## config.mk

```make
export PLATFORM = sky130hd
export DESIGN_NAME = mzncc_fifo
export DESIGN_NICKNAME = d
export VERILOG_FILES = /design/src/sv/mzncc_fifo.sv
export SDC_FILE = /design/constraint.sdc
export NUM_CORES = 1
export LEC_CHECK = 0
export BUFFER_PORTS_ARGS = -buffer_cell sky130_fd_sc_hd__buf_4
export CORE_UTILIZATION = 52
export CTS_CLUSTER_SIZE = 30
export DETAILED_ROUTE_END_ITERATION = 6
export PLACE_DENSITY = 0.78
export REMOVE_ABC_BUFFERS = 1
export SYNTH_ARGS = -nofsm -noshare
export SYNTH_HDL_FRONTEND = slang
export SYNTH_SLANG_ARGS = --single-unit
```

## constraint.sdc

```tcl
create_clock -name clk -period 2.55 [get_ports clk]
set_input_delay 0.1275 -clock clk [delete_from_list [all_inputs] [get_ports clk]]
set_output_delay 0.1275 -clock clk [all_outputs]
set_load 0.02 [all_outputs]
```

## src/sv/mzncc_fifo.sv

```systemverilog
module mzncc_fifo #(
  parameter int WIDTH = 8
) (
  input  logic             clk,
  input  logic             rst,
  input  logic             push,
  input  logic [WIDTH-1:0] push_data,
  output logic             full,
  input  logic             pop,
  output logic             not_empty,
  output logic [WIDTH-1:0] pop_data
);

  logic [WIDTH-1:0] mem [2];
  logic             wptr;
  logic             rptr;
  logic [1:0]       count;

  assign full      = (count == 2'd2);
  assign not_empty = (count != 2'd0);
  assign pop_data  = mem[rptr];

  always_ff @(posedge clk) begin
    if (push) begin
      mem[wptr] <= push_data;
    end
  end

  always_ff @(posedge clk) begin
    if (rst) begin
      wptr  <= 1'b0;
      rptr  <= 1'b0;
      count <= 2'd0;
    end else begin
      if (push) begin
        wptr <= ~wptr;
      end
      if (pop) begin
        rptr <= ~rptr;
      end
      case ({push, pop})
        2'b10:   count <= count + 2'd1;
        2'b01:   count <= count - 2'd1;
        default: count <= count;
      endcase
    end
  end

endmodule

```

==> reports/qor.log <==
INFO  run_status     outcome=complete, no violations
INFO  drt            drt-total-wl=1.433mm
INFO  setup_path     worst-endpoint-arrival=1390ps
INFO  setup_path     timing_worst_setup_path_type=register to output port
INFO  timing         final-setup-viol-count=0
INFO  timing         timing.fmax=657.6MHz
INFO  synthesis      synthDistinctLibCells=15
INFO  floorplan      fp.dieH=40.81um
INFO  grt            antenna_found_initial=0
INFO  grt            globalRoute.busiestLayer=met2
INFO  finish         finish.utilization=79.33%
INFO  floorplan      top_level_ports=22
INFO  clock_tree     cts_setup_buffers=0
INFO  clock_tree     cts_buffers=3
INFO  place          dp_hpwl=900.1um
INFO  synthesis      synth.yosys.warnings=0
INFO  pwr            sw_ratio=24.12%
INFO  drt            avgRoutedWirePerCell=15.08um
INFO  grt            met2_track_demand_over_resource=37.89%
INFO  pwr            comb_power_share=19.4%
INFO  timing         max-slew-margin-rel=55.94%
INFO  grt            grt_start_max_net_pins=12
INFO  pwr            internal_power=0.5283mW
INFO  place          globalplace.congestion=0.6038
INFO  pwr            cellLeakagePower=0.4255nW
INFO  timing         final.min_clock_period=1521ps
INFO  finish         drive_gt1_share=42.50%
INFO  finish         finish.net_count=94
INFO  drt            detail_route.iter0.violations=8
INFO  pwr            power.sequential.fraction=58.9%
INFO  timing         slew_violations=0
INFO  pwr            vdd_ir_drop_max=0.4731mV
INFO  timing         grt_setup_unrepaired=false
INFO  floorplan      dieArea=0.001665mm^2
INFO  finish         layout.cells.most_common=buf_4
INFO  setup_path     critical_path_buf_inv_count=1
INFO  pwr            power_density=650.1mW/mm^2
INFO  grt            via_count_of_the_first_global_routing_pass=474
INFO  place          placed_cell_area=954.7um^2
INFO  finish         area_growth_syn_to_layout=36.74%
INFO  clock_tree     tritoncts=yes
INFO  floorplan      initial_utilization=58.02%
INFO  timing         tns=0ps
INFO  synthesis      netlist_area=783.3um^2
INFO  grt            global_route.usage.met1=18.15%
INFO  finish         commonest_cells_after_routing_fill_and_taps_aside=21 x buf_4, 16 x edfxtp_1, 9 x dlygate4sd3_1
INFO  grt            grt.met3_usage=8.152%
INFO  grt            globalRoute.totalOverflow=0
INFO  pwr            power_switching=0.1679mW
INFO  clock_tree     clk_pin_slew=100ps
INFO  clock_tree     cts.htree.levels=1
INFO  floorplan      core=0.001350mm^2
INFO  setup_path     path_cells=mux2_2 -> buf_4
INFO  min_path       timing.hold.worst.class=input pin to register
INFO  timing         layout_worst_path_cycle_share=59.64%
INFO  floorplan      die_width=40.81um
INFO  synthesis      seq_area_frac_synth=74.12%
INFO  drt            ant_nets=0
INFO  setup_path     critical-path-slowest-cell=dfxtp_1
INFO  drt            via_count=490
INFO  place          quantity_of_i_o_buffers_inserted_on_ports=21
INFO  pwr            clock_power_share=21.7%
INFO  drt            detailed_route_drc_error_count=0
INFO  floorplan      number_of_placement_rows=13
INFO  setup_path     path_max_fanout=8
INFO  synthesis      synth_area_per_cell=16.66um^2
INFO  clock_tree     clkLatencyLatePin=290ps
INFO  synthesis      postSynthRegisterBits=21
INFO  grt            grt_pass1_wl=1.973mm
INFO  grt            gr-usage-all-layers=20.61%
INFO  setup_path     timing.critical_path.slowest_cell_delay=550ps
INFO  setup_path     required=2420ps
INFO  timing         fin_worst_skew=2.860ps
INFO  setup_path     rr_startpoint=wptr
INFO  timing         worst_slew_pin_slew=658.5ps
INFO  setup_path     end_kind=output port
INFO  flow_run       max_cap_viol_count=0
INFO  finish         final_instance_area=0.001071mm^2
INFO  min_path       worst_hold_startpoint=push
INFO  drt            detailedRoute.firstPassIterationCount=3
INFO  clock_tree     cts.sinks=21
INFO  timing         hold_vio_cnt_final=0
INFO  clock_tree     cts.root.buffer_cell=clkbuf_4
INFO  setup_path     startpoint_type=register
INFO  clock_tree     clock_tree_buf_depth=2
INFO  synthesis      synth_cells=47
INFO  setup_path     largest_delay_share_family_worst_path=flip-flops
INFO  finish         antenna_diodes=0
INFO  drt            route.detailed.vias_per_inst=5.158
[cell families (layout without fill, tap and decap cells)]
kind of cell | count (synthesis) | count (layout) | synth area share, %
xor+xnor | 4 | 4 | 4.474
flops | 21 | 21 | 74.12
mux | 8 | 8 | 11.50
compound gates | 2 | 2 | 1.277
fa+ha+maj | 1 | 1 | 1.597
simple gates | 9 | 9 | 5.913
buf+inv | 2 | 35 | 1.117
[layout make-up]
class / instances / area (um^2)
flip-flops and latches: 21 / 580.6
fillers: 82 / 279.0
repair buffers: 30 / 247.7
multi-input cells: 24 / 193.9
clock buffers: 4 / 26.28
well taps: 15 / 18.77
inverters: 1 / 3.754
[path summary, 6_finish.rpt]
path,end,slack [ps],cells past startpoint
worst max-delay path,pop_data[6],1030,2
worst min-delay path,wptr,100,3
worst max register to register,mem[0][3],1320,1
worst min register to register,count[1],510,2
[metal layers]
metal | share of wire (%) | vias to the layer above
li1 | - | 235
met2 | 56 | 17
met1 | 39 | 236
met4 | 0.84 | 0
met5 | 0 | -
met3 | 3.7 | 2
[state kept, by name, indices dropped and copies added (netlist names), named ones only]
signal / flops
mem: 16
rptr: 1
wptr: 1
count: 2
[power groups by stage]
| stage | sequential (mW) | clock (mW) | combinational (mW) |
|---|---|---|---|
| 6_report | 0.410 | 0.151 | 0.135 |
| 5_1_grt | 0.413 | 0.167 | 0.146 |
| 4_1_cts | 0.410 | 0.157 | 0.129 |
| 3_5_place_dp | 0.418 | 0 | 0.124 |
| 3_3_place_gp | 0.416 | 0 | 0.121 |
| 2_1_floorplan | 0.413 | 0 | 0.0724 |
[tightest hold or removal path, delay by kind of cell]
family | cells | cell delay (ps)
buffers and inverters | 1 | 100
XOR/XNOR | 1 | 60
AND/OR/NAND/NOR | 1 | 70
[cell usage after synthesis]
library cell	instances	area [um^2]
a21oi_1	1	5.000
and2_1	1	6.260
and2b_2	1	8.760
buf_2	1	5.000
dfxtp_1	5	100.1
edfxtp_1	16	480.5
ha_1	1	12.51
inv_1	1	3.750
mux2_2	8	90.09
nor2_1	5	18.77
o21ai_0	1	5.000
or2_2	1	6.260
or3_1	1	6.260
xnor2_1	3	26.28
xor2_1	1	8.760
[through the flow]
stage               power [mW]  std cells  setup slack, ps  hold slack (ps)
floorplan               0.4853         46             1485            196.6
global placement        0.5367         82             1316            313.5
detailed placement      0.5415         82             1308            315.5
CTS                     0.6962         90             1003           0.9880
global route            0.7262         95            965.6            102.1
finish                  0.6962         95             1029            99.35
[timing repair]
item                       4_1_cts  5_1_grt
hold buffers                     4        5
hold endpoints to repair         8       10
resized for setup                0        0
setup endpoints to repair        0        0
Power figures use the tool's default switching activity.
