### src/sv/mzncc_pkg.sv
package mzncc_pkg;

  localparam int SCORE_FRAC_BITS = 16;
  localparam int SCORE_BITS      = SCORE_FRAC_BITS + 2;

  typedef struct packed {
    logic [7:0] pixel_one;
    logic [7:0] pixel_two;
    logic       in_mask;
    logic       last_pixel;
  } in_t;

  typedef struct packed {
    logic signed [SCORE_BITS-1:0] score;
    logic                         undefined;
  } out_t;

endpackage

### src/sv/mzncc_front.sv
module mzncc_front
  import mzncc_pkg::*;
#(
  parameter int MAX_PIXELS = 65536,
  parameter int CW = 17,
  parameter int SW = CW + 8,
  parameter int QW = CW + 16,
  parameter int EW = CW + 2 * SW + 3 * QW
) (
  input  logic          clk,
  input  logic          rst,
  input  logic          in_valid,
  output logic          in_ready,
  input  in_t           in_data,
  output logic          push,
  output logic [EW-1:0] push_data,
  input  logic          queue_full
);

  logic [CW-1:0] pixel_count, pixel_count_next;
  logic [SW-1:0] sum_one, sum_one_next;
  logic [SW-1:0] sum_two, sum_two_next;
  logic [QW-1:0] sumsq_one, sumsq_one_next;
  logic [QW-1:0] sumsq_two, sumsq_two_next;
  logic [QW-1:0] cross_sum, cross_sum_next;
  logic [15:0]   sq_one, sq_two, prod_x;
  logic          accept;
  logic          take;

  assign in_ready = ~queue_full;
  assign accept   = in_valid & in_ready;
  assign take     = in_data.in_mask & (pixel_count < CW'(MAX_PIXELS));
  assign push     = accept & in_data.last_pixel;

  assign sq_one = in_data.pixel_one * in_data.pixel_one;
  assign sq_two = in_data.pixel_two * in_data.pixel_two;
  assign prod_x = in_data.pixel_one * in_data.pixel_two;

  always_comb begin
    pixel_count_next = pixel_count;
    sum_one_next     = sum_one;
    sum_two_next     = sum_two;
    sumsq_one_next   = sumsq_one;
    sumsq_two_next   = sumsq_two;
    cross_sum_next   = cross_sum;
    if (take) begin
      pixel_count_next = pixel_count + CW'(1);
      sum_one_next     = sum_one + SW'(in_data.pixel_one);
      sum_two_next     = sum_two + SW'(in_data.pixel_two);
      sumsq_one_next   = sumsq_one + QW'(sq_one);
      sumsq_two_next   = sumsq_two + QW'(sq_two);
      cross_sum_next   = cross_sum + QW'(prod_x);
    end
  end

  assign push_data = {pixel_count_next, sum_one_next, sum_two_next,
                      sumsq_one_next, sumsq_two_next, cross_sum_next};

  always_ff @(posedge clk) begin
    if (rst) begin
      pixel_count <= '0;
      sum_one     <= '0;
      sum_two     <= '0;
      sumsq_one   <= '0;
      sumsq_two   <= '0;
      cross_sum   <= '0;
    end else if (accept) begin
      if (in_data.last_pixel) begin
        pixel_count <= '0;
        sum_one     <= '0;
        sum_two     <= '0;
        sumsq_one   <= '0;
        sumsq_two   <= '0;
        cross_sum   <= '0;
      end else begin
        pixel_count <= pixel_count_next;
        sum_one     <= sum_one_next;
        sum_two     <= sum_two_next;
        sumsq_one   <= sumsq_one_next;
        sumsq_two   <= sumsq_two_next;
        cross_sum   <= cross_sum_next;
      end
    end
  end

endmodule

### config.mk
export PLATFORM = sky130hd
export DESIGN_NAME = mzncc_front
export DESIGN_NICKNAME = d
export VERILOG_FILES = /design/src/sv/mzncc_pkg.sv /design/src/sv/mzncc_front.sv
export SDC_FILE = /design/constraint.sdc
export NUM_CORES = 1
export LEC_CHECK = 0
export ABC_AREA = 1
export BUFFER_PORTS_ARGS = -buffer_cell sky130_fd_sc_hd__buf_2
export CAP_MARGIN = 20
export CORE_ASPECT_RATIO = 0.5
export CORE_MARGIN = 2
export CORE_UTILIZATION = 50
export CTS_CLUSTER_DIAMETER = 40
export DETAILED_ROUTE_END_ITERATION = 6
export PLACE_DENSITY = 0.69
export SLEW_MARGIN = 20
export SYNTH_ARGS = -nofsm -noshare
export SYNTH_HDL_FRONTEND = slang
export SYNTH_SLANG_ARGS = --single-unit
### constraint.sdc
create_clock -name clk -period 11.6 [get_ports clk]
set_input_delay 2.32 -clock clk [delete_from_list [all_inputs] [get_ports clk]]
set_output_delay 2.32 -clock clk [all_outputs]
set_load 0.02 [all_outputs]
==> results.json <==
{
  "status": "completed",
  "ff2ff_setup_slack_ns": 7.36,
  "fin_skew_ns": 0.01235,
  "synth_area_leaders": "nand2_1, dfxtp_1, fa_1",
  "grt_pass1_vias": 16950,
  "hpwl_um": 39420,
  "maxCapViolations": 0,
  "layout_common_cells": "nand2_1, inv_1, a21oi_1, nand3_1, buf_2",
  "vdd_drop_max_uv": 112.3,
  "cts_resized": 0,
  "grt_first_pass_wirelength_um": 84250,
  "timing.final.crit_period_ns": 9.157,
  "path_class": "input port to output port",
  "gp_congestion": 0.9530,
  "hp-class": "flip-flop to flip-flop",
  "cts_tree": "yes",
  "numCtsBuffers": 17,
  "final_common_cell": "nand2_1",
  "die_h_um": 142.2,
  "wl_um": 51470,
  "slew_violations": 0,
  "port-buffer-count": 189,
  "track_usage_pct": 26.12,
  "start_util_pct": 50.88,
  "yosysWarningCount": 0,
  "dieArea_um2": 39870,
  "num_rows": 50,
  "cts-root-buf": "clkbuf_16",
  "vias_per_cell": 5.012,
  "area_growth_pct": 9.395,
  "path_clk_slew_ns": 0.08,
  "critical_path_required_ns": 9.28,
  "vias": 18480,
  "drc": 0,
  "wire_per_inst_um": 13.96,
  "synth_edf_count": 0,
  "synth_area_leader_cell": "nand2_1",
  "cts_sinks": 166,
  "io_pins": 190,
  "ys_seq_area_share_pct": 17.40,
  "syn_area_um2": 19100,
  "syn_area_per_cell_um2": 6.214,
  "setup_tns_ns": 0,
  "htree_levels": 4,
  "synth_nets": 3365,
  "final_nets": 3473,
  "drive_above_1_share_pct": 9.020,
  "grt.overflow.total": 0,
  "drtPass1Iterations": 5,
  "clockBufferDepth": 2,
  "setup_viol": 0,
  "worstSkewPairLatency_ns": 0.47,
  "finalHoldViolations": 0,
  "ant_nets": 0,
  "fmax_ghz": 0.1092,
  "power_leakage_nw": 11.03,
  "critPathMaxFanout": 17,
  "coreArea_um2": 37540,
  "synthArstFlopShare_pct": 0,
  "drtIter0Drc": 1201,
  "grt_max_degree": 89,
  "worstMarginPinSlew_ns": 1.013,
  "synth_seq_cells": 166,
  "fp.dieW_um": 280.4,
  "grt_antenna_before_repair": 0,
  "p_per_area_nw_per_um2": 135.6,
  "fin_crit_sh_pct": 78.94,
  "post_synth_num_cell_types": 43,
  "synth_top_cell_area_share_pct": 21.70,
  "diodes": 0,
  "start_kind": "input port",
  "slew_headroom_pct": 32.31,
  "cts_hold_buf": 0,
  "critPathCaptureType": "output port",
  "synth-main-ff-cell": "dfxtp_1",
  "crit_arrival_ns": 6.84,
  "worst_hold_slack_ns": 0.4671,
  "cts_setup_buffers": 0,
  "grt_setup_unrepaired": "no",
  "syn_inst": 3073
}
==> through the flow <==
step | instances | total power, mW | util (%) | setup slack [ns] | area (um^2)
2_1_floorplan | 3073 | 1.833 | - | 2.844 | 19100
3_3_place_gp | 3656 | 2.213 | 54.03 | 2.623 | 20280
3_5_place_dp | 3656 | 2.231 | 54.03 | 2.510 | 20280
4_1_cts | 3687 | 2.858 | 55.66 | 2.483 | 20890
5_1_grt | 3687 | 3.100 | 55.66 | 2.198 | 20890
6_report | 3687 | 2.832 | 55.66 | 2.443 | 20890
==> cell type report <==
| class | count | area (um^2) |
|---|---|---|
| sequential | 166 | 3323 |
| timing repair buffer | 197 | 1012 |
| multi-input combinational | 2200 | 13080 |
| fill | 3802 | 16640 |
| tap | 494 | 618.1 |
| clock inverter | 14 | 185.2 |
| inverter | 599 | 2251 |
| clock buffer | 17 | 425.4 |
==> per-layer routing <==
| layer | part of all wire (%) | up-vias | track usage (%) |
|---|---|---|---|
| li1 | - | 9579 | - |
| met1 | 47 | 8545 | 35.18 |
| met2 | 47 | 314 | 44.89 |
| met3 | 3.6 | 41 | 3.349 |
| met4 | 1.6 | 0 | 5.770 |
| met5 | 0 | - | 0 |
==> sequential cells by signal, summed over array words and instances (netlist names) <==
| register | count |
|---|---|
| cross_sum | 33 |
| sumsq_one | 33 |
| sumsq_two | 33 |
| sum_one | 25 |
| sum_two | 25 |
| pixel_count | 17 |
==> worst paths after layout <==
check,start,to,cells after the start
max reg2reg,sumsq_one[7],sumsq_one[20],22
max,in_data[12],push_data[79],19
min reg2reg,cross_sum[14],cross_sum[14],2
min,cross_sum[14],cross_sum[14],2
==> Yosys cell counts (4+ instances only) <==
| cell | n |
|---|---|
| nor4_2 | 6 |
| o21ai_0 | 42 |
| o21bai_1 | 7 |
| fa_1 | 126 |
| xor2_1 | 26 |
| buf_2 | 33 |
| o21ai_1 | 12 |
| or2_2 | 18 |
| and2_1 | 36 |
| nand3b_1 | 15 |
| nand3_1 | 195 |
| nor2_1 | 122 |
| inv_2 | 7 |
| nand3_2 | 6 |
| dfxtp_1 | 166 |
| clkbuf_1 | 69 |
| nor2_2 | 5 |
| ha_1 | 144 |
| nor3_1 | 32 |
| nand2_2 | 4 |
| nand4_1 | 24 |
| inv_1 | 591 |
| nand2_1 | 1104 |
| a21oi_1 | 207 |
| xnor2_1 | 39 |
| nor4_1 | 8 |
==> worst max-delay path: stages <==
cell and delay [ns]:
buf_2 0.36, nand2_1 0.21, xor2_1 0.21, ha_1 0.18
o21bai_1 0.17, fa_1 0.49, fa_1 0.55, inv_1 0.05
fa_1 0.53, inv_1 0.04, ha_1 0.34, nand2_1 0.11
nor2_1 0.22, nand3_1 0.13, nand3_1 0.18, nor2_1 0.05
o21ai_0 0.24, and2_1 0.23, buf_2 0.19
==> logic make-up after synthesis <==
| kind of cell | count (synthesis) | share of synthesized area (%) |
|---|---|---|
| compound gates | 278 | 7.495 |
| xor+xnor | 66 | 3.066 |
| fa+ha+maj | 270 | 22.64 |
| buf+inv | 707 | 14.20 |
| flops | 166 | 17.40 |
| mux | 2 | 0.1048 |
| simple gates | 1584 | 35.08 |
==> where the power goes <==
group	switching [mW]	leakage, nW	internal (mW)
registers	0.0119	1.34	0.582
clock network	0.301	0.295	0.311
logic	1.07	9.40	0.553
No activity file was read; power rests on OpenSTA's default activity.
