File: config.mk
export PLATFORM = sky130hd
export DESIGN_NAME = mzncc_back
export DESIGN_NICKNAME = d
export VERILOG_FILES = /design/src/sv/mzncc_pkg.sv /design/src/sv/mzncc_back.sv
export SDC_FILE = /design/constraint.sdc
export NUM_CORES = 2
export LEC_CHECK = 0
export BUFFER_PORTS_ARGS = -buffer_cell sky130_fd_sc_hd__buf_2
export CORE_MARGIN = 2
export CORE_UTILIZATION = 55
export CTS_CLUSTER_DIAMETER = 60
export CTS_CLUSTER_SIZE = 40
export DETAILED_ROUTE_END_ITERATION = 10
export GPL_TIMING_DRIVEN = 0
export PLACE_DENSITY = 0.81
export SYNTH_ARGS = -nofsm -noshare
export SYNTH_HDL_FRONTEND = slang
export SYNTH_SLANG_ARGS = --single-unit
File: constraint.sdc
create_clock -name clk -period 23.1 [get_ports clk]
set_input_delay 5.775 -clock clk [delete_from_list [all_inputs] [get_ports clk]]
set_output_delay 5.775 -clock clk [all_outputs]
set_load 0.01 [all_outputs]
File: src/sv/mzncc_pkg.sv
package mzncc_pkg;

  localparam int SCORE_FRAC_BITS = 16;
  localparam int SCORE_BITS      = SCORE_FRAC_BITS + 2;

  typedef struct packed {
    logic [7:0] pixel_one;
    logic [7:0] pixel_two;
    logic       in_mask;
    logic       last_pixel;
  } in_t;

  typedef struct packed {
    logic signed [SCORE_BITS-1:0] score;
    logic                         undefined;
  } out_t;

endpackage

File: src/sv/mzncc_back.sv
module mzncc_back
  import mzncc_pkg::*;
#(
  parameter int CW = 17,
  parameter int SW = CW + 8,
  parameter int QW = CW + 16,
  parameter int EW = CW + 2 * SW + 3 * QW
) (
  input  logic          clk,
  input  logic          rst,
  input  logic          job_valid,
  input  logic [EW-1:0] job_data,
  output logic          pop,
  output logic          out_valid,
  input  logic          out_ready,
  output out_t          out_data
);

  localparam int DW   = 2 * CW + 16;
  localparam int PW   = 2 * DW;
  localparam int NCH  = (DW + 15) / 16;
  localparam int MBW  = NCH * 16;
  localparam int F    = SCORE_FRAC_BITS;
  localparam int DIVN = 2 * F + 2;
  localparam int SQN  = F + 2;
  localparam int VW   = 2 * F + 4;
  localparam int RTW  = F + 2;
  localparam int RW   = F + 5;
  localparam int NW   = $clog2(DIVN + 1);

  typedef struct packed {
    logic [CW-1:0] n;
    logic [SW-1:0] s1;
    logic [SW-1:0] s2;
    logic [QW-1:0] sq1;
    logic [QW-1:0] sq2;
    logic [QW-1:0] cr;
  } job_t;

  typedef enum logic [2:0] {
    B_IDLE, B_LOAD, B_MUL, B_STORE, B_DIV, B_SQRT, B_FIN, B_OUT
  } state_t;

  typedef enum logic [2:0] {
    OP_NSQ1, OP_SS1, OP_NSQ2, OP_SS2, OP_NCR, OP_S12, OP_VAR, OP_NUM
  } op_t;

  state_t         state;
  op_t            op;
  job_t           job;
  logic [DW-1:0]  ma;
  logic [MBW-1:0] mb;
  logic [PW-1:0]  macc, macc_step;
  logic [DW-1:0]  ta, d1, d2, mag;
  logic           neg;
  logic [PW-1:0]  pv;
  logic [PW-1:0]  rmd;
  logic [PW:0]    r2;
  logic           qbit;
  logic [VW-1:0]  qv;
  logic [RW-1:0]  rem, rem2, trial;
  logic [RTW-1:0] root;
  logic [RTW:0]   root_inc;
  logic [NW-1:0]  cnt;
  logic [DW-1:0]  lo;
  logic           q0;

  assign pop       = (state == B_IDLE) & job_valid;
  assign macc_step = (macc << 16) + PW'({16'd0, ma} * mb[MBW-1 -: 16]);
  assign lo        = macc[DW-1:0];
  assign q0        = macc >= pv;
  assign r2        = {rmd, 1'b0};
  assign qbit      = r2 >= {1'b0, pv};
  assign rem2      = {rem[RW-3:0], qv[VW-1 -: 2]};
  assign trial     = RW'({root, 2'b01});
  assign root_inc  = {1'b0, root} + (RTW+1)'(1);

  always_ff @(posedge clk) begin
    if (rst) begin
      state     <= B_IDLE;
      out_valid <= 1'b0;
    end else begin
      case (state)
        B_IDLE: begin
          if (job_valid) begin
            job   <= job_t'(job_data);
            op    <= OP_NSQ1;
            state <= B_LOAD;
          end
        end
        B_LOAD: begin
          case (op)
            OP_NSQ1: begin ma <= DW'(job.n);  mb <= MBW'(job.sq1); end
            OP_SS1:  begin ma <= DW'(job.s1); mb <= MBW'(job.s1);  end
            OP_NSQ2: begin ma <= DW'(job.n);  mb <= MBW'(job.sq2); end
            OP_SS2:  begin ma <= DW'(job.s2); mb <= MBW'(job.s2);  end
            OP_NCR:  begin ma <= DW'(job.n);  mb <= MBW'(job.cr);  end
            OP_S12:  begin ma <= DW'(job.s1); mb <= MBW'(job.s2);  end
            OP_VAR:  begin ma <= d1;          mb <= MBW'(d2);      end
            OP_NUM:  begin ma <= mag;         mb <= MBW'(mag);     end
            default: begin ma <= '0;          mb <= '0;            end
          endcase
          macc  <= '0;
          cnt   <= '0;
          state <= B_MUL;
        end
        B_MUL: begin
          // most significant chunk first
          macc <= macc_step;
          mb   <= mb << 16;
          cnt  <= cnt + NW'(1);
          if (cnt == NW'(NCH - 1)) begin
            state <= B_STORE;
          end
        end
        B_STORE: begin
          case (op)
            OP_NSQ1: begin ta <= lo; op <= OP_SS1; state <= B_LOAD; end
            OP_SS1: begin
              d1    <= (ta > lo) ? ta - lo : '0;
              op    <= OP_NSQ2;
              state <= B_LOAD;
            end
            OP_NSQ2: begin ta <= lo; op <= OP_SS2; state <= B_LOAD; end
            OP_SS2: begin
              d2    <= (ta > lo) ? ta - lo : '0;
              op    <= OP_NCR;
              state <= B_LOAD;
            end
            OP_NCR:  begin ta <= lo; op <= OP_S12; state <= B_LOAD; end
            OP_S12: begin
              neg <= lo > ta;
              mag <= (lo > ta) ? lo - ta : ta - lo;
              if (job.n == '0 || d1 == '0 || d2 == '0) begin
                out_data.score     <= '0;
                out_data.undefined <= 1'b1;
                out_valid          <= 1'b1;
                state              <= B_OUT;
              end else begin
                op    <= OP_VAR;
                state <= B_LOAD;
              end
            end
            OP_VAR: begin pv <= macc; op <= OP_NUM; state <= B_LOAD; end
            default: begin
              // integer part of num^2 / var product is 0 or 1
              rmd   <= q0 ? macc - pv : macc;
              qv    <= VW'(q0);
              cnt   <= '0;
              state <= B_DIV;
            end
          endcase
        end
        B_DIV: begin
          rmd <= qbit ? PW'(r2 - {1'b0, pv}) : r2[PW-1:0];
          qv  <= {qv[VW-2:0], qbit};
          if (cnt == NW'(DIVN - 1)) begin
            rem   <= '0;
            root  <= '0;
            cnt   <= '0;
            state <= B_SQRT;
          end else begin
            cnt <= cnt + NW'(1);
          end
        end
        B_SQRT: begin
          if (rem2 >= trial) begin
            rem  <= rem2 - trial;
            root <= {root[RTW-2:0], 1'b1};
          end else begin
            rem  <= rem2;
            root <= {root[RTW-2:0], 1'b0};
          end
          qv  <= qv << 2;
          cnt <= cnt + NW'(1);
          if (cnt == NW'(SQN - 1)) begin
            state <= B_FIN;
          end
        end
        B_FIN: begin
          // largest q with 2q-1 <= isqrt
          out_data.score     <= neg ? -SCORE_BITS'(root_inc[RTW:1])
                                    :  SCORE_BITS'(root_inc[RTW:1]);
          out_data.undefined <= 1'b0;
          out_valid          <= 1'b1;
          state              <= B_OUT;
        end
        B_OUT: begin
          if (out_ready) begin
            out_valid <= 1'b0;
            state     <= B_IDLE;
          end
        end
        default: state <= B_IDLE;
      endcase
    end
  end

endmodule

==> key figures <==
Synthesis
  – Top cells by area, synth: edfxtp_1 31%, fa_1 17%, ha_1 7.1%
  – Synthesized area: 84,700 um2
  – Flops & latches, synth: 886
  – Main synth FF type: edfxtp_1
  – Ys async rst share: 0%
  – Post-Syn Nets: 10,555
  – Synth area leader: edfxtp_1
  – Library cells used by synthesis: 95
  – Ys Warns: 0
  – Synth top area share: 31.3%
  – Sequential share of the synthesized area: 31.4%
  – Synthesized netlist cell count: 9,183
  – Syn Area/Cell: 9.23 um2
  – Post-synth EDFFs: 882

Floorplanning
  – Row cnt: 144
  – Die W: 396 um
  – Die ar.: 157,000 um2
  – Number of I/O pins: 191
  – Core ar.: 154,000 um2
  – Die outline height: slightly below 400 um
  – Initial Util: between 50% and 60%

Timing
  – Fmax: roughly 80 MHz
  – Final Slew Violations: 12
  – Setup TNS: 0 ns
  – Setup ws final: about 11 ns
  – WHS: 0.502 ns
  – Tmin final: 12.45 ns
  – Worst slew pin tran: 1.54 ns
  – Slew headroom: -3.18%
  – RSZ-0062 raised after global routing: false
  – # setup viols final: 0
  – Fin. Hold Viols: 0
  – Final period utilization: 53.9%
  – Worst Skew: between 0.07 and 0.08 ns

Setup path
  – Crit-path max FO: 3
  – Worst setup path class: primary input to output port
  – Worst Setup End Kind: output port
  – Startpoint types: primary input
  – CP Data Required Time: 17.33 ns
  – Data arrival time of the critical path: 6.68 ns

Clock network
  – CTS sink cnt: 886
  – CTS H-tree depth: 3
  – Bufs on Longest Clock Path: 3
  – Post-CTS setup buffer count: 0
  – CTS tree: done
  – Clock slew at reported path FFs: 0.07 ns
  – CTS resizes: 0
  – TritonCTS Buffers: 88
  – Worst skew pair latency: 0.79 ns
  – CTS hold repair buffers: 0
  – CTS root buf: clkbuf_16

Outcome
  – Failing checks: DRC, capacitance limit, slew limit
  – Status: complete, but fails checks

Final layout
  – Fraction of layout cells with a size suffix above 1: 5.94%
  – Commonest non-fill, non-tap cell in the layout: inv_1
  – P&R area growth vs syn: 9.12%
  – NumNets Final: between 10,000 and 15,000
  – Utilization after layout: 60.2%
  – Most frequent cells in the layout: 1,228 x inv_1, 1,037 x nand2_1, 882 x edfxtp_1

GRT
  – Gr usage total: a little over two fifths
  – Largest net degree at the start of global routing: 30
  – Initial antenna violation count: 28
  – Overflow after GRT: 0
  – First-pass GRT wire length: 480 mm
  – Vias in the first global route: 73,297

Routing
  – Via-to-Cell Ratio: 6.45
  – Antenna-violating nets left: 0
  – DR iter-0 viols: 10,287
  – Final WL: ~330 mm
  – First-pass DRT Iterations: 11
  – WL/cell: 28.2 um
  – # DRC: 12
  – Vias: around 75,000

Worst hold path
  – Min-Delay Path Class: register to register

Placement
  – DP Wirelength: 269 mm
  – Setup WS pre-CTS: approximately 11 ns
  – Placer congestion estimate: between 1 and 1.5
  – Port Buffer Count: 190

Run
  – Max_cap viols: 3
==> flip-flops by register name (all words and copies together), names as in the netlist, 3 cells and up <==
| signal | flops |
|---|---|
| cnt | 6 |
| d1 | 50 |
| d2 | 50 |
| job | 166 |
| ma | 50 |
| macc | 100 |
| mag | 50 |
| mb | 64 |
| op | 3 |
| out_data | 19 |
| pv | 100 |
| qv | 36 |
| rem | 19 |
| rmd | 100 |
| root | 18 |
| state | 3 |
| ta | 50 |
==> layout make-up <==
cell class / count / area [um2]
fillers: 13292 / 61100
multi-input cells: 6552 / 51600
flip-flops and latches: 886 / 26600
inverters: 1229 / 4610
well taps: 2044 / 2560
clock buffers: 90 / 2210
plain buffers: 516 / 2030
repair buffers: 263 / 1790
clock inverters: 75 / 1050
diodes: 16 / 40.0
==> per-layer routing <==
metal / track usage [%] / vias to the layer above / routed length, um
met1: 56.2 / 36723 / 124000
met2: 57.7 / 5392 / 131000
met4: 22.5 / 14 / 21500
met5: 0.523 / - / 196
met3: 15.6 / 966 / 52300
li1: - / 32214 / -
==> critical path, stage by stage <==
cell	delay, ns
buf_2	0.13
nand2b_1	0.11
nor3_1	0.42
buf_2	0.23
==> path summary, 6_finish.rpt <==
check / startpoint / to / slack [ns] / cells after the start
worst min register to register: out_valid$_SDFFE_PP0P_ / out_valid$_SDFFE_PP0P_ / 0.50 / 2
worst max-delay path: job_valid / pop / 10.65 / 4
worst max register to register: mb[60]$_SDFFCE_PN0P_ / macc[88]$_SDFFCE_PN0P_ / 12.89 / 27
worst min-delay path: out_valid$_SDFFE_PP0P_ / out_valid$_SDFFE_PP0P_ / 0.50 / 2
==> cell usage after synthesis, drive strengths merged, types with 17 or more instances <==
cell       n
inv     1228
nand2   1037
edfxtp   882
fa       724
nor2     672
a21oi    669
ha       478
clkbuf   449
o21ai    394
and2     313
a21o     251
xnor2    236
nand4    179
xor2     139
a211oi   120
nand3    109
o21bai   106
nor3     102
mux2i     76
a31oi     71
a221oi    70
buf       67
o21a      66
nor4      64
a22o      62
and3      53
a22oi     47
nand2b    45
nor2b     36
o211ai    35
o31ai     31
or3       31
a21boi    30
o221ai    25
or2       24
a211o     19
o311ai    19
and4      17
mux2      17
==> metrics by stage <==
step,std cells,instance area (um2)
floorplan,9183,84700
global placement,11417,88200
detailed placement,11489,89200
CTS,11654,92400
global route,11657,92400
finish,11671,92500
==> logic make-up (layout without fill, tap and decap cells) <==
| logic type | after synthesis | count (layout) | share of synthesized area (%) |
|---|---|---|---|
| fa+ha+maj | 1202 | 1202 | 24.2 |
| xor+xnor | 375 | 375 | 3.88 |
| compound gates | 2158 | 2158 | 16.6 |
| simple gates | 2716 | 2716 | 14.8 |
| mux | 101 | 101 | 1.34 |
| flops | 886 | 886 | 31.4 |
| other cells | 0 | 16 | 0 |
| buf+inv | 1745 | 2173 | 7.84 |
Power is left out: the tool's default activity adds up to more than one toggle a clock period on the data nets, which glitch-free logic cannot reach.
